--- src/hw/rtl/assert_macros.svh ---
// Assertion macros used by tms_dp, the datapath of the Turing machine block.
// No dependencies; the bodies drop out when SYNTHESIS is defined.
`ifndef ASSERT_MACROS_SVH
`define ASSERT_MACROS_SVH
`ifndef SYNTHESIS
`define ASSERT_ALWAYS(lbl, clk, rst, cond) \
  lbl: assert property (@(posedge clk) disable iff (rst) (cond)) \
    else $error("assertion failed: condition does not hold");
`define ASSERT_IMPLIES(lbl, clk, rst, ante, cons) \
  lbl: assert property (@(posedge clk) disable iff (rst) (ante) |-> (cons)) \
    else $error("assertion failed: implication does not hold");
`define ASSERT_IMPLIES_NEXT(lbl, clk, rst, ante, cons) \
  lbl: assert property (@(posedge clk) disable iff (rst) (ante) |=> (cons)) \
    else $error("assertion failed: next-cycle implication does not hold");
`else
`define ASSERT_ALWAYS(lbl, clk, rst, cond)
`define ASSERT_IMPLIES(lbl, clk, rst, ante, cons)
`define ASSERT_IMPLIES_NEXT(lbl, clk, rst, ante, cons)
`endif
`endif

--- src/hw/rtl/tms_pkg.sv ---
// Shared types and constants of the Turing machine block.
// No dependencies; used by tms_ctrl, tms_dp and turing_machine_step.
package tms_pkg;

  localparam int TMS_RULE_DEPTH = 128;
  localparam int TMS_TAPE_DEPTH = 1024;

  localparam int IN_DATA_W  = 64;
  localparam int IN_USER_W  = 3;
  localparam int OUT_DATA_W = 32;
  localparam int CFG_IDX_W  = 2;
  localparam int CFG_DATA_W = 11;
  localparam int HEAD_W     = 11;  // head can pass 1023 when the store is deep
  localparam int LEN_W      = 11;

  localparam logic [CFG_IDX_W-1:0] CFG_RULE_COUNT  = 2'd0;
  localparam logic [CFG_IDX_W-1:0] CFG_START_HEAD  = 2'd1;
  localparam logic [CFG_IDX_W-1:0] CFG_TAPE_LENGTH = 2'd2;

  localparam logic [1:0] HALT_RUNNING    = 2'd0;
  localparam logic [1:0] HALT_NO_RULE    = 2'd1;
  localparam logic [1:0] HALT_LEFT_END   = 2'd2;
  localparam logic [1:0] HALT_RIGHT_END  = 2'd3;

  typedef enum logic [2:0] {
    OP_STEP      = 3'd0,
    OP_LOAD_RULE = 3'd1,
    OP_LOAD_CELL = 3'd2,
    OP_READ_CELL = 3'd3,
    OP_RESTART   = 3'd4
  } op_t;

  typedef enum logic [2:0] {
    ST_IDLE,
    ST_EXEC,
    ST_SCAN,
    ST_APPLY,
    ST_READ,
    ST_RESP
  } state_t;

  typedef struct packed {
    logic [7:0] match_state;
    logic [7:0] match_symbol;
    logic [7:0] write_symbol;
    logic       move_right;
    logic [7:0] next_state;
  } rule_t;

  typedef struct packed {
    logic item_latch;
    logic rule_wr;
    logic tape_wr_cell;
    logic tape_rd_cell;
    logic sym_capture;
    logic restart;
    logic halt_outside;
    logic tape_rd_head;
    logic scan_run;
    logic halt_nomatch;
    logic apply;
    logic out_load;
  } cmd_t;

  typedef struct packed {
    op_t  op;
    logic halted;
    logic head_outside;
    logic hit;
    logic miss;
    logic out_free;
  } status_t;

endpackage

--- src/hw/rtl/tms_ctrl.sv ---
// Sequencer of the Turing machine block: one item at a time from accept to result.
// Depends on tms_pkg; drives the command struct of tms_dp.
module tms_ctrl (
  input  logic              clk,
  input  logic              rst,
  input  logic              in_valid,
  output logic              in_ready,
  input  tms_pkg::status_t  status,
  output tms_pkg::cmd_t     cmd
);

  tms_pkg::state_t state;
  tms_pkg::state_t state_next;

  always_ff @(posedge clk) begin
    if (rst) begin
      state <= tms_pkg::ST_IDLE;
    end else begin
      state <= state_next;
    end
  end

  always_comb begin
    state_next = state;
    unique case (state)
      tms_pkg::ST_IDLE: begin
        if (in_valid) state_next = tms_pkg::ST_EXEC;
      end
      tms_pkg::ST_EXEC: begin
        unique case (status.op)
          tms_pkg::OP_STEP: begin
            if (status.halted || status.head_outside) begin
              state_next = tms_pkg::ST_RESP;
            end else begin
              state_next = tms_pkg::ST_SCAN;
            end
          end
          tms_pkg::OP_READ_CELL: state_next = tms_pkg::ST_READ;
          default:               state_next = tms_pkg::ST_RESP;
        endcase
      end
      tms_pkg::ST_SCAN: begin
        if (status.hit) begin
          state_next = tms_pkg::ST_APPLY;
        end else if (status.miss) begin
          state_next = tms_pkg::ST_RESP;
        end
      end
      tms_pkg::ST_APPLY: state_next = tms_pkg::ST_RESP;
      tms_pkg::ST_READ:  state_next = tms_pkg::ST_RESP;
      tms_pkg::ST_RESP: begin
        if (status.out_free) state_next = tms_pkg::ST_IDLE;
      end
      default: state_next = tms_pkg::ST_IDLE;
    endcase
  end

  always_comb begin
    cmd      = '0;
    in_ready = 1'b0;
    unique case (state)
      tms_pkg::ST_IDLE: begin
        in_ready       = 1'b1;
        cmd.item_latch = in_valid;
      end
      tms_pkg::ST_EXEC: begin
        unique case (status.op)
          tms_pkg::OP_STEP: begin
            if (!status.halted) begin
              cmd.halt_outside = status.head_outside;
              cmd.tape_rd_head = !status.head_outside;
            end
          end
          tms_pkg::OP_LOAD_RULE: cmd.rule_wr      = 1'b1;
          tms_pkg::OP_LOAD_CELL: cmd.tape_wr_cell = 1'b1;
          tms_pkg::OP_READ_CELL: cmd.tape_rd_cell = 1'b1;
          tms_pkg::OP_RESTART:   cmd.restart      = 1'b1;
          default: ;
        endcase
      end
      tms_pkg::ST_SCAN: begin
        cmd.scan_run     = 1'b1;
        cmd.halt_nomatch = status.miss && !status.hit;
      end
      tms_pkg::ST_APPLY: cmd.apply       = 1'b1;
      tms_pkg::ST_READ:  cmd.sym_capture = 1'b1;
      tms_pkg::ST_RESP:  cmd.out_load    = status.out_free;
      default: ;
    endcase
  end

endmodule

--- config.mk ---
export PLATFORM = sky130hd
export DESIGN_NAME = tms_ctrl
export DESIGN_NICKNAME = d
export VERILOG_FILES = /design/src/hw/rtl/assert_macros.svh /design/src/hw/rtl/tms_pkg.sv /design/src/hw/rtl/tms_ctrl.sv
export SDC_FILE = /design/constraint.sdc
export NUM_CORES = 1
export LEC_CHECK = 0
export BUFFER_PORTS_ARGS = -buffer_cell sky130_fd_sc_hd__buf_2
export CAP_MARGIN = 15
export CORE_AREA = 5 5 42 44
export DETAILED_ROUTE_END_ITERATION = 7
export DIE_AREA = 0 0 47 49
export HOLD_SLACK_MARGIN = 0.08
export PLACE_DENSITY = 0.66
export SLEW_MARGIN = 20
export SYNTH_ARGS = -nofsm -noshare
export SYNTH_HDL_FRONTEND = slang
export SYNTH_SLANG_ARGS = --single-unit
--- constraint.sdc ---
create_clock -name clk -period 1.5 [get_ports clk]
set_input_delay 0.075 -clock clk [delete_from_list [all_inputs] [get_ports clk]]
set_output_delay 0.075 -clock clk [all_outputs]
set_load 0.02 [all_outputs]
==> results.toml, run 1 <==
[place]
place_area_sq_um = 509
routabilityCongestion = 0.739
numPortBuffers = 23
dp.final_hpwl_um = 907

[power_and_ir_drop]
p_leak_nw = 0.274
clkPwrFrac = 0.357
power.switching_uw = 130
netSwitchingFraction = 0.336
p_int_uw = 257
pwr-share-comb = 0.384
vdd_drop_max_v = 0.000361
sequentialPowerShare = 0.258
p_per_area_nw_per_um2 = 663

[yosys]
ys_ff_latch = 3
yosys_warnings = 0
ys_seq_area_frac = 0.171
yosysUniqueCellTypes = 24
avgSynthCellArea_sq_um = 7.79
syn_area_sq_um = 350
synth_nets = 56
synthCells = 45

[hold_path]
holdPathStages = 4
hp-class = "input port to flip-flop"

[timing]
setup_viol = 0
hold_viol = 0
fmax_ghz = 0.685
worstMarginPinSlew_ns = 0.338
skew_ns = 0.00145
max-slew-margin-rel = 0.773
holdWs_ns = 0.228
finalMaxSlewViolations = 0
fin_crit_sh = 0.973
period_needed_ns = 1.46

[final_layout]
largest_reg_flops = 3
fin_area_sq_um = 584
area_growth_pct = 66.8
reg_top3 = "state x3"
antennaDiodeCount = 0
nNetsFinal = 87
final_cell_mix = "buf_2, nor3_1, buf_4"
layout_commonest_cell = "buf_2"
drive_gt1_frac = 0.587
fillers = 151
top_register = "state"

[global_routing]
grt_max_degree = 9
track_usage = 0.0930
grt_pass1_wl_um = 1570
antenna_found_initial = 0
grt_pass1_vias = 395
grt_remaining_overflow = 0

[clock_tree]
cts_sinks = 3
cts_root_buffer = "clkbuf_4"
path_clk_slew_ns = 0.04
htreeDepth = 1
cts_buffers = 3
insertion_delay_ns = 0.23
tritoncts = "yes"
cts_buffer_depth = 2

[floorplan]
num_rows = 14
die_x_um = 47
die_area_sq_um = 2300
io_pins = 24
core_sq_um = 1400
initial_utilization = 0.250
die_h_um = 49

[worst_setup_path]
path_buf_inv = 1
cp_top_family = "simple AND/OR/NAND/NOR gates"
path_depth = 4
crit_path_end_kind = "output port"
reg2regPathDepth = 3
slowest_stage = "dfxtp_2"
critical_path.cell_chain = "nand2b_4 -> or3_4 -> nor3b_2 -> buf_2"
worstSetupPathType = "flip-flop to output port"
crit_arrival_ns = 1.38
cp.required_ns = 1.42
worstPathMaxFanout = 8
slowest_delay_ns = 0.34
crit_path_start_kind = "flip-flop"

[detailed_routing]
drt_wl_total_um = 1090
drtIter0Drc = 4
ant_nets = 0
wl_per_cell_um = 11.9
drc = 0
vias_per_cell = 4.88
first_pass_iters = 2
via_count = 444

[run_status]
outcome = "finished clean"

[flow_run]
maxCapViolations = 0
power by group through the flow:
stage          clock (mW)  combinational (mW)  sequential (mW)
6_report            0.139               0.149            0.100
5_1_grt             0.160               0.161            0.102
4_1_cts             0.146               0.141           0.0972
3_5_place_dp            0               0.138           0.0980
3_3_place_gp            0               0.137           0.0973
2_1_floorplan           0              0.0816           0.0922
through the flow:
| step | setup slack [ns] | power [mW] | util | setup TNS (ns) | cells |
|---|---|---|---|---|---|
| after global routing | -0.0213 | 0.423 | 0.417 | -0.0213 | 91 |
| final | 0.0405 | 0.387 | 0.417 | 0 | 91 |
| after CTS | 0.00454 | 0.385 | 0.391 | 0 | 91 |
| after floorplan | 0.0450 | 0.174 | - | 0 | 45 |
| after global placement | 0.214 | 0.235 | 0.363 | 0 | 86 |
| after detailed placement | 0.189 | 0.236 | 0.363 | 0 | 86 |
logic make-up (layout without fill, tap and decap cells):
group           Yosys count  in the layout  synth area share
buf+inv                   3             33            0.0536
compound gates            4              4             0.136
flops                     3              3             0.171
simple gates             35             35             0.639
per-layer routing:
metal	vias to the layer above	share of wire	global-route usage
met2	20	0.47	0.152
li1	230	-	-
met4	0	0	0.0276
met3	0	0.11	0.0332
met1	194	0.42	0.110
met5	-	0	0
worst register-to-register path: stages (launching register included):
cell and delay (ns):
dfxtp_2 0.35, or4b_1 0.53, a31oi_1 0.22, nor3_1 0.08
cell type report:
type	count	area, sq um	area share
clock buffers	4	26.3	0.0450
multi-input cells	39	307	0.525
flip-flops and latches	3	63.8	0.109
well taps	16	20.0	0.0343
repair buffers	29	168	0.287
cells in the mapped netlist, drive strengths merged:
cell	number	area, sq um
a2111oi	1	27.5
and2	1	6.26
and4	1	8.76
and3	3	18.8
dfxtp	3	60.1
nor2	3	11.3
a32oi	1	8.76
and4bb	1	12.5
or3	1	6.26
nand3	1	5.00
nand2	2	7.51
buf	1	11.3
o21ai	1	5.00
nor3b	5	37.5
nor4	1	6.26
nor3	7	35.0
nor2b	3	18.8
or4b	1	10.0
or4	2	18.8
and3b	1	8.76
clkbuf	2	7.51
nand2b	2	12.5
a31oi	1	6.26
path summary, 6_finish.rpt:
| path | start | end | slack [ns] |
|---|---|---|---|
| worst min register to register | state[2]$_SDFFE_PP0P_ | state[1]$_SDFFE_PP0P_ | 0.60 |
| worst min-delay path | status[2] | state[2]$_SDFFE_PP0P_ | 0.23 |
| worst max-delay path | state[1]$_SDFFE_PP0P_ | cmd[9] | 0.04 |
| worst max register to register | state[0]$_SDFFE_PP0P_ | state[0]$_SDFFE_PP0P_ | 0.20 |
repair_timing:
item,4_1_cts,5_1_grt
setup endpoints to repair,2,4
cloned,0,0
buffers inserted,0,0
pin swaps,1,0
gates resized for setup,2,9
hold buffers,1,0
endpoints found under the hold margin,3,0
Power figures use the tool's default switching activity.
==> run 2, diff against run 1 <==
--- a/config.mk
+++ b/config.mk
@@ -7,11 +7,12 @@
 export LEC_CHECK = 0
 export BUFFER_PORTS_ARGS = -buffer_cell sky130_fd_sc_hd__buf_2
 export CAP_MARGIN = 15
-export CORE_AREA = 5 5 42 44
+export CORE_AREA = 3 3 40 42
 export DETAILED_ROUTE_END_ITERATION = 7
-export DIE_AREA = 0 0 47 49
+export DIE_AREA = 0 0 43 45
 export HOLD_SLACK_MARGIN = 0.08
 export PLACE_DENSITY = 0.66
+export SETUP_SLACK_MARGIN = 0.1
 export SLEW_MARGIN = 20
 export SYNTH_ARGS = -nofsm -noshare
 export SYNTH_HDL_FRONTEND = slang
==> run 2 against run 1 <==
  * Clock power is 6% higher
  * Utilization increased by 5.9 points
  * Setup slack worse by 0.0034 ns
  * Final area increased by 4.7%
  * Critical path depth did not move
  * Final cell count down 1.1%
  * Die area down 16%
  * Wire length down 1.9%
  * Global-route usage increased by 2.4 points
  * Power rose by 3.0%
  * Critical endpoint unchanged
==> results.toml, run 2 (synthesis gave the netlist of run 1 again) <==
[worst_setup_path]
path_buf_inv = 1
slowest_stage = "dfxtp_4"
r2r_slack_ns = 0.18
worstSetupPathType = "flip-flop to output port"
crit_path_start_kind = "flip-flop"
reg2regPathDepth = 4
r2r-start = "state[1]$_SDFFE_PP0P_"
worstPathMaxFanout = 3
critical_path.cell_chain = "nand2b_4 -> or3_4 -> nor3b_2 -> buf_4"
crit_path_end_kind = "output port"
crit_arrival_ns = 1.39
slowest_delay_ns = 0.34
cp_top_family = "simple AND/OR/NAND/NOR gates"
worstReg2RegEnd = "state[2]$_SDFFE_PP0P_"
cp.required_ns = 1.42

[global_routing]
antenna_found_initial = 0
grt_remaining_overflow = 0
grt_pass1_vias = 407
grt_pass1_wl_um = 1680
grt_max_degree = 11
track_usage = 0.117

[place]
numPortBuffers = 23
placed_cells = 84
dp.final_hpwl_um = 746
routabilityCongestion = 0.787

[power_and_ir_drop]
p_per_area_nw_per_um2 = 653
p_int_uw = 256
p_leak_nw = 0.278
sequentialPowerShare = 0.255
clkPwrFrac = 0.370
pwr-share-comb = 0.375
netSwitchingFraction = 0.358
power.switching_uw = 143
vdd_drop_max_v = 0.000233

[timing]
rsz0062_at_grt = "true"
worstMarginPinSlew_ns = 0.337
setup_viol = 0
fmax_ghz = 0.684
finalMaxSlewViolations = 0
hold_viol = 0
fin_crit_sh = 0.975
skew_ns = 0.00319
max-slew-margin-rel = 0.774
period_needed_ns = 1.46

[hold_path]
holdPathStages = 4
hp-class = "input port to flip-flop"
worstHoldStart = "status[1]"
worstHoldEndpoint = "state[1]$_SDFFE_PP0P_"

[final_layout]
reg_top3 = "state x3"
antennaDiodeCount = 0
fin_util = 0.476
largest_reg_flops = 3
final_cells = 90
multi_input_area_sq_um = 323
fillers = 140
final_cell_mix = "buf_2, buf_4, nor3_1"
drive_gt1_frac = 0.613
seqCellArea_sq_um = 67.6
layout_commonest_cell = "buf_2"
nNetsFinal = 87
area_growth_pct = 74.6
top_register = "state"

[clock_tree]
path_clk_slew_ns = 0.03
insertion_delay_ns = 0.24
tritoncts = "yes"
htreeDepth = 1
cts_sinks = 3
cts_buffers = 3
cts_root_buffer = "clkbuf_4"
cts_buffer_depth = 2

[detailed_routing]
drt_wl_total_um = 1070
first_pass_iters = 2
vias_per_cell = 5.16
via_count = 464
ant_nets = 0
drc = 0
drtIter0Drc = 7
wl_per_cell_um = 11.8

[floorplan]
core_sq_um = 1280
die_h_um = 45
die_area_sq_um = 1940
initial_utilization = 0.273
num_rows = 13
die_x_um = 43
io_pins = 24

[run_status]
outcome = "finished clean"

[flow_run]
maxCapViolations = 0
## run 2: cell count changes in the layout (fill, tap and decap cells not counted)
| cell | delta |
|---|---|
| nor3_2 | +2 |
| buf_4 | +1 |
| buf_2 | -2 |
| dfxtp_2 | -3 |
| a31oi_2 | +1 |
| dfxtp_1 | +1 |
| buf_6 | +1 |
| nor3_1 | -2 |
| a31oi_1 | -1 |
| dfxtp_4 | +2 |
## run 2: layout make-up
class	count	area share
Timing Repair Buffer	29	0.288
Multi-Input combinational cell	39	0.528
Sequential cell	3	0.110
Tap cell	15	0.0307
Clock buffer	4	0.0429
## run 2: how the worst max path moves through the flow
stage	cells past startpoint	end	from	slack [ns]
finish	4	cmd[9]	state[1]$_SDFFE_PP0P_	0.04
global route	4	cmd[9]	state[1]$_SDFFE_PP0P_	-0.03
CTS	4	cmd[9]	state[1]$_SDFFE_PP0P_	0.05
detailed placement	4	cmd[9]	state[0]$_SDFFE_PP0P_	0.14
global placement	3	state[2]$_SDFFE_PP0P_	state[1]$_SDFFE_PP0P_	0.16
floorplan	3	cmd[9]	state[1]$_SDFFE_PP0P_	0.05
## run 2: layer usage
| layer | wire [um] | part of all wire | global-route usage | vias to the layer above |
|---|---|---|---|---|
| li1 | - | - | - | 234 |
| met1 | 428 | 0.40 | 0.129 | 204 |
| met2 | 511 | 0.48 | 0.195 | 23 |
| met3 | 104 | 0.098 | 0.0279 | 3 |
| met4 | 22 | 0.021 | 0.0904 | 0 |
| met5 | 0 | 0 | 0 | - |
## run 2: tightest hold or removal path, cell delays in order
cell and delay [ns]:
buf_2 0.11, nand2b_1 0.07, a32oi_1 0.06, nor3_1 0.11
## run 2: repair_timing
| item | CTS | global route |
|---|---|---|
| pin swaps | 1 | 1 |
| hold buffers | 1 | 0 |
| gates cloned | 0 | 0 |
| gates resized for setup | 12 | 5 |
| buffers inserted | 1 | 0 |
| hold endpoints to repair | 3 | 0 |
| endpoints found under the setup margin | 6 | 8 |
## run 2: power by group through the flow
| stage | Combinational (mW) | Clock [mW] | Sequential, mW |
|---|---|---|---|
| global route | 0.164 | 0.163 | 0.104 |
| finish | 0.150 | 0.148 | 0.102 |
| CTS | 0.143 | 0.151 | 0.101 |
| floorplan | 0.0841 | 0 | 0.0922 |
| detailed placement | 0.131 | 0 | 0.100 |
| global placement | 0.131 | 0 | 0.101 |
## run 2: per-stage QoR
step	setup slack (ns)	power, mW	hold slack (ns)	TNS, ns	instance area (sq um)
final	0.0371	0.399	0.231	0	612
after floorplan	0.0450	0.176	0.152	0	360
after CTS	0.0530	0.395	0.223	0	592
after global placement	0.157	0.232	0.275	0	505
after detailed placement	0.135	0.232	0.277	0	505
after global routing	-0.0333	0.431	0.276	-0.0688	612
